`src/rtl/aip_pkg.sv`:
```
package aip_pkg;

    localparam int CHAR_W  = 8;
    localparam int MAG_W   = 64;
    localparam int DIGIT_W = 4;
    localparam int CFG_IDX_W  = 2;
    localparam int CFG_DATA_W = 3;

    // characters handled inside the prefix window
    localparam int PREFIX_LENGTH = 3;
    localparam logic [1:0] POS_MAX = 2'(PREFIX_LENGTH);

    localparam logic [CHAR_W-1:0] CH_PLUS  = 8'h2B;
    localparam logic [CHAR_W-1:0] CH_MINUS = 8'h2D;
    localparam logic [CHAR_W-1:0] CH_ZERO  = 8'h30;
    localparam logic [CHAR_W-1:0] CH_NINE  = 8'h39;
    localparam logic [CHAR_W-1:0] CH_LO_A  = 8'h61;
    localparam logic [CHAR_W-1:0] CH_LO_B  = 8'h62;
    localparam logic [CHAR_W-1:0] CH_LO_F  = 8'h66;
    localparam logic [CHAR_W-1:0] CH_LO_O  = 8'h6F;
    localparam logic [CHAR_W-1:0] CH_LO_X  = 8'h78;
    localparam logic [CHAR_W-1:0] CH_UP_A  = 8'h41;
    localparam logic [CHAR_W-1:0] CH_UP_F  = 8'h46;

    typedef enum logic [1:0] {
        ST_OK        = 2'd0,
        ST_BAD_DIGIT = 2'd1,
        ST_BAD_SIGN  = 2'd2,
        ST_RANGE     = 2'd3
    } status_t;

    typedef enum logic [1:0] {
        BASE_BIN = 2'd0,
        BASE_OCT = 2'd1,
        BASE_DEC = 2'd2,
        BASE_HEX = 2'd3
    } base_t;

    typedef enum logic [1:0] {
        REG_SIGN_MODE     = 2'd0,
        REG_BASE_MODE     = 2'd1,
        REG_RESULT_SIGNED = 2'd2,
        REG_RESULT_WIDTH  = 2'd3
    } reg_idx_t;

    localparam logic [1:0] SIGN_DETECT = 2'd0;
    localparam logic [1:0] SIGN_POS    = 2'd1;
    localparam logic [1:0] SIGN_NEG    = 2'd2;

    localparam logic [2:0] BASE_MODE_AUTO = 3'd4;

    localparam logic [1:0] WIDTH_8  = 2'd0;
    localparam logic [1:0] WIDTH_16 = 2'd1;
    localparam logic [1:0] WIDTH_32 = 2'd2;
    localparam logic [1:0] WIDTH_64 = 2'd3;

    typedef struct packed {
        logic [1:0]       pos;
        logic [MAG_W-1:0] mag;
        logic             neg;
        base_t            base;
        logic             seen_sign;
        logic             seen_pz;
        logic             pending;
        logic             seen_digit;
        status_t          err;
    } state_t;

    // finished string waiting for the range check
    typedef struct packed {
        logic [MAG_W-1:0] mag;
        logic             neg;
        status_t          err;
        logic             sgn;
        logic [1:0]       width;
    } fin_t;

    typedef struct packed {
        logic               valid;
        logic [DIGIT_W-1:0] digit;
    } digit_t;

    function automatic digit_t digit_of(logic [CHAR_W-1:0] ch, base_t base);
        digit_t             res;
        logic [CHAR_W-1:0]  diff;
        res.valid = 1'b1;
        diff      = '0;
        if (ch inside {[CH_ZERO:CH_NINE]}) begin
            diff = ch - CH_ZERO;
        end else if (base == BASE_HEX && (ch inside {[CH_LO_A:CH_LO_F]})) begin
            diff = ch - CH_LO_A + 8'd10;
        end else if (base == BASE_HEX && (ch inside {[CH_UP_A:CH_UP_F]})) begin
            diff = ch - CH_UP_A + 8'd10;
        end else begin
            res.valid = 1'b0;
        end
        res.digit = diff[DIGIT_W-1:0];
        if (base == BASE_BIN && diff > 8'd1) res.valid = 1'b0;
        if (base == BASE_OCT && diff > 8'd7) res.valid = 1'b0;
        return res;
    endfunction

    function automatic logic [8:0] radix_sq(base_t base);
        logic [8:0] r;
        case (base)
            BASE_BIN: r = 9'd4;
            BASE_OCT: r = 9'd64;
            BASE_DEC: r = 9'd100;
            BASE_HEX: r = 9'd256;
            default:  r = 9'd100;
        endcase
        return r;
    endfunction

endpackage

```
`src/rtl/aip_step.sv`:
```
module aip_step (
    input  logic [aip_pkg::CHAR_W-1:0] ch,
    input  logic [1:0]                 sign_mode,
    input  logic [2:0]                 base_mode,
    input  aip_pkg::state_t            st_cur,
    output aip_pkg::state_t            st_upd
);
    import aip_pkg::*;

    logic            sign_detect;
    logic            base_detect;
    state_t          start;
    state_t          cur;
    state_t          nxt;
    status_t         stat;
    digit_t          dg;
    logic [MAG_W+3:0] shifted;
    logic [MAG_W+3:0] app_sum;
    status_t         app_stat;
    logic [16:0]     dbl_sum;

    assign sign_detect = (sign_mode != SIGN_POS) && (sign_mode != SIGN_NEG);
    assign base_detect = base_mode[2];

    always_comb begin
        start            = '0;
        start.neg        = (sign_mode == SIGN_NEG);
        start.base       = base_detect ? BASE_DEC : base_t'(base_mode[1:0]);
        start.err        = ST_OK;
        cur = (st_cur.pos == 2'd0) ? start : st_cur;
    end

    // one digit appended: mag * radix + digit, overflow shows in the top nibble
    always_comb begin
        dg = digit_of(ch, cur.base);
        case (cur.base)
            BASE_BIN: shifted = {4'd0, cur.mag} << 1;
            BASE_OCT: shifted = {4'd0, cur.mag} << 3;
            BASE_DEC: shifted = ({4'd0, cur.mag} << 3) + ({4'd0, cur.mag} << 1);
            BASE_HEX: shifted = {4'd0, cur.mag} << 4;
            default:  shifted = {4'd0, cur.mag};
        endcase
        app_sum = shifted + (MAG_W+4)'(dg.digit);
        if (!dg.valid) app_stat = ST_BAD_DIGIT;
        else if (|app_sum[MAG_W+3:MAG_W]) app_stat = ST_RANGE;
        else app_stat = ST_OK;
        // held prefix zero plus this digit; magnitude is below 256 here
        dbl_sum = 17'(cur.mag[7:0]) * 17'(radix_sq(cur.base)) + 17'(dg.digit);
    end

    always_comb begin
        nxt  = cur;
        stat = ST_OK;
        if (cur.err == ST_OK) begin
            if (cur.pos != POS_MAX) begin
                case (ch)
                    CH_PLUS, CH_MINUS: begin
                        if (!sign_detect) begin
                            stat = ST_BAD_SIGN;
                        end else if (cur.seen_sign || cur.seen_pz || cur.seen_digit) begin
                            stat = ST_BAD_DIGIT;
                        end else begin
                            nxt.neg       = (ch == CH_MINUS);
                            nxt.seen_sign = 1'b1;
                        end
                    end
                    CH_ZERO: begin
                        if (!base_detect || cur.seen_digit) begin
                            stat = app_stat;
                            if (app_stat == ST_OK) nxt.mag = app_sum[MAG_W-1:0];
                        end else begin
                            nxt.seen_pz = 1'b1;
                            nxt.pending = 1'b1;
                        end
                    end
                    CH_LO_B, CH_LO_O, CH_LO_X: begin
                        if (!base_detect || !cur.pending) begin
                            stat = app_stat;
                            if (app_stat == ST_OK) nxt.mag = app_sum[MAG_W-1:0];
                        end else begin
                            if (ch == CH_LO_B) nxt.base = BASE_BIN;
                            else if (ch == CH_LO_O) nxt.base = BASE_OCT;
                            else nxt.base = BASE_HEX;
                            nxt.pending = 1'b0;
                        end
                    end
                    default: begin
                        nxt.pending    = 1'b0;
                        nxt.seen_digit = 1'b1;
                        if (cur.pending) begin
                            stat = dg.valid ? ST_OK : ST_BAD_DIGIT;
                            if (dg.valid) nxt.mag = MAG_W'(dbl_sum);
                        end else begin
                            stat = app_stat;
                            if (app_stat == ST_OK) nxt.mag = app_sum[MAG_W-1:0];
                        end
                    end
                endcase
            end else begin
                stat = app_stat;
                if (app_stat == ST_OK) nxt.mag = app_sum[MAG_W-1:0];
            end
            if (stat != ST_OK) nxt.err = stat;
        end
        nxt.pos = (cur.pos == POS_MAX) ? POS_MAX : cur.pos + 2'd1;
        st_upd = nxt;
    end

endmodule

```
`src/rtl/aip_range.sv`:
```
module aip_range (
    input  aip_pkg::fin_t                fin,
    output logic [aip_pkg::MAG_W-1:0]    value,
    output aip_pkg::status_t             status
);
    import aip_pkg::*;

    logic             u_over;
    logic             s_hi;
    logic             s_exact;
    logic             over;
    status_t          stat;

    always_comb begin
        case (fin.width)
            WIDTH_8: begin
                u_over  = |fin.mag[63:8];
                s_hi    = |fin.mag[63:7];
                s_exact = (fin.mag == 64'h80);
            end
            WIDTH_16: begin
                u_over  = |fin.mag[63:16];
                s_hi    = |fin.mag[63:15];
                s_exact = (fin.mag == 64'h8000);
            end
            WIDTH_32: begin
                u_over  = |fin.mag[63:32];
                s_hi    = |fin.mag[63:31];
                s_exact = (fin.mag == 64'h8000_0000);
            end
            default: begin
                u_over  = 1'b0;
                s_hi    = fin.mag[63];
                s_exact = (fin.mag == 64'h8000_0000_0000_0000);
            end
        endcase

        if (!fin.sgn) over = u_over || fin.neg;
        else if (!fin.neg) over = s_hi;
        else over = s_hi && !s_exact;

        stat = fin.err;
        if (stat == ST_OK && fin.mag != '0 && over) stat = ST_RANGE;

        if (stat != ST_OK) value = '0;
        else if (fin.sgn && fin.neg) value = '0 - fin.mag;
        else value = fin.mag;
        status = stat;
    end

endmodule

```
`src/rtl/ascii_integer_parser.sv`:
```
// Channel   | Direction | Ports                              | Handshake
// s_        | in        | s_char_code, s_is_last             | s_valid / s_ready
// m_        | out       | m_value, m_status                  | m_valid / m_ready
// cfg_      | in        | cfg_index, cfg_data                | cfg_valid / cfg_ready
//
// One character item per cycle while s_ready is high. A result's last character
// is taken into the input register, the digit step loads the finish register,
// then the range check loads the result register.
// The magnitude update (shift-add by the radix plus a 68-bit carry check)
// is combinational, so characters of one string follow back to back.
// Synchronous active-low reset clears the valids and the string position and sets the config defaults.
// s_ready drops only when a last item waits, both result stages are full and m_ready is low.
module ascii_integer_parser (
    input  logic                           aclk,
    input  logic                           aresetn,
    input  logic                           s_valid,
    output logic                           s_ready,
    input  logic [aip_pkg::CHAR_W-1:0]     s_char_code,
    input  logic                           s_is_last,
    output logic                           m_valid,
    input  logic                           m_ready,
    output logic [aip_pkg::MAG_W-1:0]      m_value,
    output logic [1:0]                     m_status,
    input  logic                           cfg_valid,
    output logic                           cfg_ready,
    input  logic [aip_pkg::CFG_IDX_W-1:0]  cfg_index,
    input  logic [aip_pkg::CFG_DATA_W-1:0] cfg_data
);
    import aip_pkg::*;

    logic [1:0]        sign_mode_reg;
    logic [2:0]        base_mode_reg;
    logic              result_signed_reg;
    logic [1:0]        result_width_reg;

    logic              in_valid_reg;
    logic [CHAR_W-1:0] in_char_reg;
    logic              in_last_reg;

    state_t            st_reg;
    state_t            st_next;
    state_t            st_step;

    logic              fin_valid_reg;
    fin_t              fin_reg;
    fin_t              fin_next;

    logic              out_valid_reg;
    logic [MAG_W-1:0]  out_value_reg;
    status_t           out_status_reg;
    logic [MAG_W-1:0]  out_value_next;
    status_t           out_status_next;

    logic              out_ld;
    logic              fin_free;
    logic              proc;

    assign out_ld   = fin_valid_reg && (!out_valid_reg || m_ready);
    assign fin_free = !fin_valid_reg || out_ld;
    assign proc     = in_valid_reg && (!in_last_reg || fin_free);
    assign s_ready  = !in_valid_reg || proc;
    assign cfg_ready = 1'b1;

    aip_step u_step (
        .ch        (in_char_reg),
        .sign_mode (sign_mode_reg),
        .base_mode (base_mode_reg),
        .st_cur    (st_reg),
        .st_upd    (st_step)
    );

    // a last character sends the position back to zero
    always_comb begin
        st_next = st_step;
        if (in_last_reg) st_next.pos = 2'd0;
    end

    always_comb begin
        fin_next.mag   = st_step.mag;
        fin_next.neg   = st_step.neg;
        fin_next.err   = st_step.err;
        fin_next.sgn   = result_signed_reg;
        fin_next.width = result_width_reg;
    end

    aip_range u_range (
        .fin    (fin_reg),
        .value  (out_value_next),
        .status (out_status_next)
    );

    always_ff @(posedge aclk) begin
        if (!aresetn) begin
            sign_mode_reg     <= SIGN_DETECT;
            base_mode_reg     <= BASE_MODE_AUTO;
            result_signed_reg <= 1'b0;
            result_width_reg  <= WIDTH_64;
        end else if (cfg_valid) begin
            case (reg_idx_t'(cfg_index))
                REG_SIGN_MODE:     sign_mode_reg     <= cfg_data[1:0];
                REG_BASE_MODE:     base_mode_reg     <= cfg_data;
                REG_RESULT_SIGNED: result_signed_reg <= cfg_data[0];
                REG_RESULT_WIDTH:  result_width_reg  <= cfg_data[1:0];
                default: ;
            endcase
        end
    end

    always_ff @(posedge aclk) begin
        if (s_ready) begin
            in_char_reg <= s_char_code;
            in_last_reg <= s_is_last;
        end
        if (!aresetn) begin
            in_valid_reg <= 1'b0;
        end else if (s_ready) begin
            in_valid_reg <= s_valid;
        end
    end

    // string state
    always_ff @(posedge aclk) begin
        if (!aresetn) begin
            st_reg.pos <= 2'd0;
        end else if (proc) begin
            st_reg <= st_next;
        end
    end

    always_ff @(posedge aclk) begin
        if (proc && in_last_reg) fin_reg <= fin_next;
        if (!aresetn) begin
            fin_valid_reg <= 1'b0;
        end else if (proc && in_last_reg) begin
            fin_valid_reg <= 1'b1;
        end else if (out_ld) begin
            fin_valid_reg <= 1'b0;
        end
    end

    always_ff @(posedge aclk) begin
        if (out_ld) begin
            out_value_reg  <= out_value_next;
            out_status_reg <= out_status_next;
        end
        if (!aresetn) begin
            out_valid_reg <= 1'b0;
        end else if (out_ld) begin
            out_valid_reg <= 1'b1;
        end else if (m_ready) begin
            out_valid_reg <= 1'b0;
        end
    end

    assign m_valid  = out_valid_reg;
    assign m_value  = out_value_reg;
    assign m_status = out_status_reg;

endmodule

```
`config.mk`:
```
export PLATFORM = sky130hd
export DESIGN_NAME = ascii_integer_parser
export DESIGN_NICKNAME = d
export VERILOG_FILES = /design/src/rtl/aip_pkg.sv /design/src/rtl/aip_step.sv /design/src/rtl/aip_range.sv /design/src/rtl/ascii_integer_parser.sv
export SDC_FILE = /design/constraint.sdc
export NUM_CORES = 1
export LEC_CHECK = 0
export BUFFER_PORTS_ARGS = -buffer_cell sky130_fd_sc_hd__buf_2
export CAP_MARGIN = 20
export CORE_MARGIN = 2
export CORE_UTILIZATION = 30
export CTS_CLUSTER_SIZE = 24
export DETAILED_ROUTE_END_ITERATION = 6
export GPL_ROUTABILITY_DRIVEN = 1
export GPL_TIMING_DRIVEN = 0
export PLACE_DENSITY = 0.57
export SYNTH_ARGS = -nofsm -noshare
export SYNTH_HDL_FRONTEND = slang
export SYNTH_SLANG_ARGS = --single-unit
```
`constraint.sdc`:
```
create_clock -name aclk -period 16.6 [get_ports aclk]
set_input_delay 2.49 -clock aclk [delete_from_list [all_inputs] [get_ports aclk]]
set_output_delay 2.49 -clock aclk [all_outputs]
set_load 0.05 [all_outputs]
```
==> run summary <==
GR Overflow Total: 0
# DRC: 1
global-route wire length before repair: 146 mm
Slew headroom: 15.3%
final setup fails: 0
critical path class: reg2reg
Die X: 284 µm
most frequent cells in the layout: nor2_1 (330), nand2_1 (280), edfxtp_1 (218)
Die Ht: 284 µm
Mean Syn Cell Area: 8.00 µm²
Worst setup SP type: register
Detailed Routing Iterations Pass 1: 7
cell with the largest stage delay on the worst path: clkbuf_1
reg2reg end: fin_reg[18]
leakage power: 9.01 nW
CP Max Fanout: 10
Final Max Slew Viols: 0
Root Buffer: clkbuf_16
Buf/Inv on CP: 19
final antenna-violating net count: 0
ys async rst share: 0%
Max-cap violations: 0
initial antenna violation count: 0
CP top delay family: buffers and inverters
hold endpoint: fin_reg[1]
failing checks: design-rule violations
setup slack, reg-to-reg: 0.09 ns
Period Utilization, post-route: 99.5%
TritonCTS clock tree: done
Seq cells post-synth: 231
Main synth FF type: edfxtp_1
Hold Path Class: reg2reg
Slew @ Worst Pin: 1.27 ns
GRT Overall Usage: 23.5%
Crit path largest cell delay: 0.73 ns
Fmax: 0.0606 GHz
Final Instance Area: 26100 µm²
Min-Delay Path Depth: 0
total CTS buffers: 23
Filler Cell Count: 8275
fraction of layout cells with a size suffix above 1: 9.93%
max reg flops: 75
Synth cell types: 116
pin count of the biggest net entering global routing: 64
Hold Crit Start: result_width_reg[1]
total number of H-tree levels: 1
FF-to-FF Start: st_reg[73]
area grow syn2layout: 11.1%
Post-synth EDFFs: 218
Final #Nets: 3163
pwr/cell area: 60.7 nW/µm²
PortBufs: 86
Reg clk slew, reported paths: 0.06 ns
per-cell routed wire length: 24.1 µm
register area share after synthesis: 29.0%
most used cell along the critical path: buf_2
Worst Path Arrival: 16.76 ns
Setup Total Neg Slack: 0 ns
Detailed Route WL: 99.1 mm
Post-DP HPWL: 79.1 mm
clock tree buffer depth: 3
count of hold-fix buffers inserted at cts: 0
routed via count: 24400
vias in the first global route: 22500
most common cell after layout, fill and taps aside: nor2_1
initial core utilization: 30.3%
ANT cells: 0
crit end category: register
post-layout minimum cycle time: 16.51 ns
outcome: finished with violations
post-route clock skew: 0.0304 ns
VDD IR-drop max: 0.0528 mV
DP Area: 25300 µm²
Final Hold Viols: 0
clk_lat worst skew: 0.53 ns
global placement routability congestion: 1.01
I/O pin count: 88
worst endpoint required time: 16.85 ns
RSZ-0062 raised after global routing: false
Cells after Synth: 2937
Post-Synthesis Cell Area: 23500 µm²
synth warn: 0
initial DRC count: 3059
Core ar.: 77500 µm²
R2R cell count: 39
row count: 102
full die area: 80600 µm²
synthesized netlist net count: 3045
DR vias/cell: 5.93
clock sinks: 231
==> Yosys cell counts, types with 36 or more instances <==
| library cell | count | area, µm² |
|---|---|---|
| nand3_1 | 69 | 345 |
| nor3_1 | 88 | 440 |
| a22oi_1 | 53 | 398 |
| clkbuf_1 | 153 | 574 |
| o21ai_0 | 213 | 1070 |
| inv_1 | 92 | 345 |
| a21oi_1 | 216 | 1080 |
| nand2_1 | 280 | 1050 |
| ha_1 | 79 | 988 |
| edfxtp_1 | 218 | 6550 |
| xnor2_1 | 127 | 1110 |
| buf_2 | 53 | 265 |
| and3_1 | 36 | 225 |
| a31oi_1 | 49 | 307 |
| xor2_1 | 68 | 596 |
| o211ai_1 | 42 | 315 |
| nor2_1 | 330 | 1240 |
==> layout make-up <==
cell class | count | area [µm²] | share of cell area, %
Inverter | 93 | 349 | 1.34
Clock inverter | 17 | 164 | 0.628
Timing Repair Buffer | 93 | 541 | 2.07
Buffer | 235 | 1030 | 3.96
Tap cell | 1040 | 1300 | 4.99
Multi-Input combinational cell | 2378 | 15300 | 58.7
Clock buffer | 25 | 583 | 2.23
Sequential cell | 231 | 6810 | 26.1
==> layer usage <==
metal  GRT usage [%]  part of all wire, %
met3            4.14                   10
met5               0                    0
met1            33.0                   43
met2            34.7                   41
met4            11.2                  5.3
==> worst max-delay path by stage <==
stage | startpoint | to | slack (ns) | cells past startpoint
6_report | st_reg[73] | fin_reg[18] | 0.09 | 39
5_1_grt | st_reg[73] | st_reg[21] | 0.16 | 42
3_5_place_dp | st_reg[73] | fin_reg[14] | 0.78 | 39
2_1_floorplan | st_reg[73] | st_reg[45] | 6.86 | 43
4_1_cts | st_reg[73] | fin_reg[14] | 0.75 | 39
3_3_place_gp | st_reg[73] | fin_reg[14] | 0.72 | 39
==> stage by stage <==
stage	hold WS [ns]	power [mW]	setup WS [ns]	instances	utilization, %
floorplan	0.408	0.928	6.86	2937	-
global placement	0.420	1.06	0.724	4063	32.6
detailed placement	0.423	1.06	0.776	4067	32.7
CTS	0.442	1.58	0.751	4109	33.7
global route	0.464	1.64	0.157	4112	33.7
finish	0.440	1.58	0.0860	4112	33.7
==> worst register-to-register path, delay by kind of cell, from the launching register on <==
family	cells	cell delay, ns
AO/OA/AOI/OAI	7	2.59
flip-flops	1	0.69
AND/OR/NAND/NOR	10	2.57
adder cells (fa/ha/maj)	3	1.13
buffers and inverters	19	9.29
==> power breakdown <==
| group | switching (mW) | internal, mW | total, mW |
|---|---|---|---|
| registers | 0.0150 | 0.656 | 0.671 |
| logic | 0.280 | 0.113 | 0.392 |
| clock network | 0.231 | 0.291 | 0.521 |
==> logic make-up (layout without fill, tap and decap cells) <==
kind of cell | Yosys count | after routing | synth area share [%]
buffers and inverters | 328 | 463 | 5.88
AND/OR/NAND/NOR | 1086 | 1086 | 23.3
XOR/XNOR | 195 | 195 | 7.27
flip-flops | 231 | 231 | 29.0
multiplexers | 33 | 33 | 1.42
AO/OA/AOI/OAI | 969 | 969 | 27.9
adder cells (fa/ha/maj) | 94 | 94 | 5.27
other | 1 | 1 | 0.0160
==> repair_timing <==
item,in CTS,in global routing
gates resized for setup,0,2
endpoints found under the setup margin,0,20
setup buffers,0,0
(Power assumes the default switching activity.)
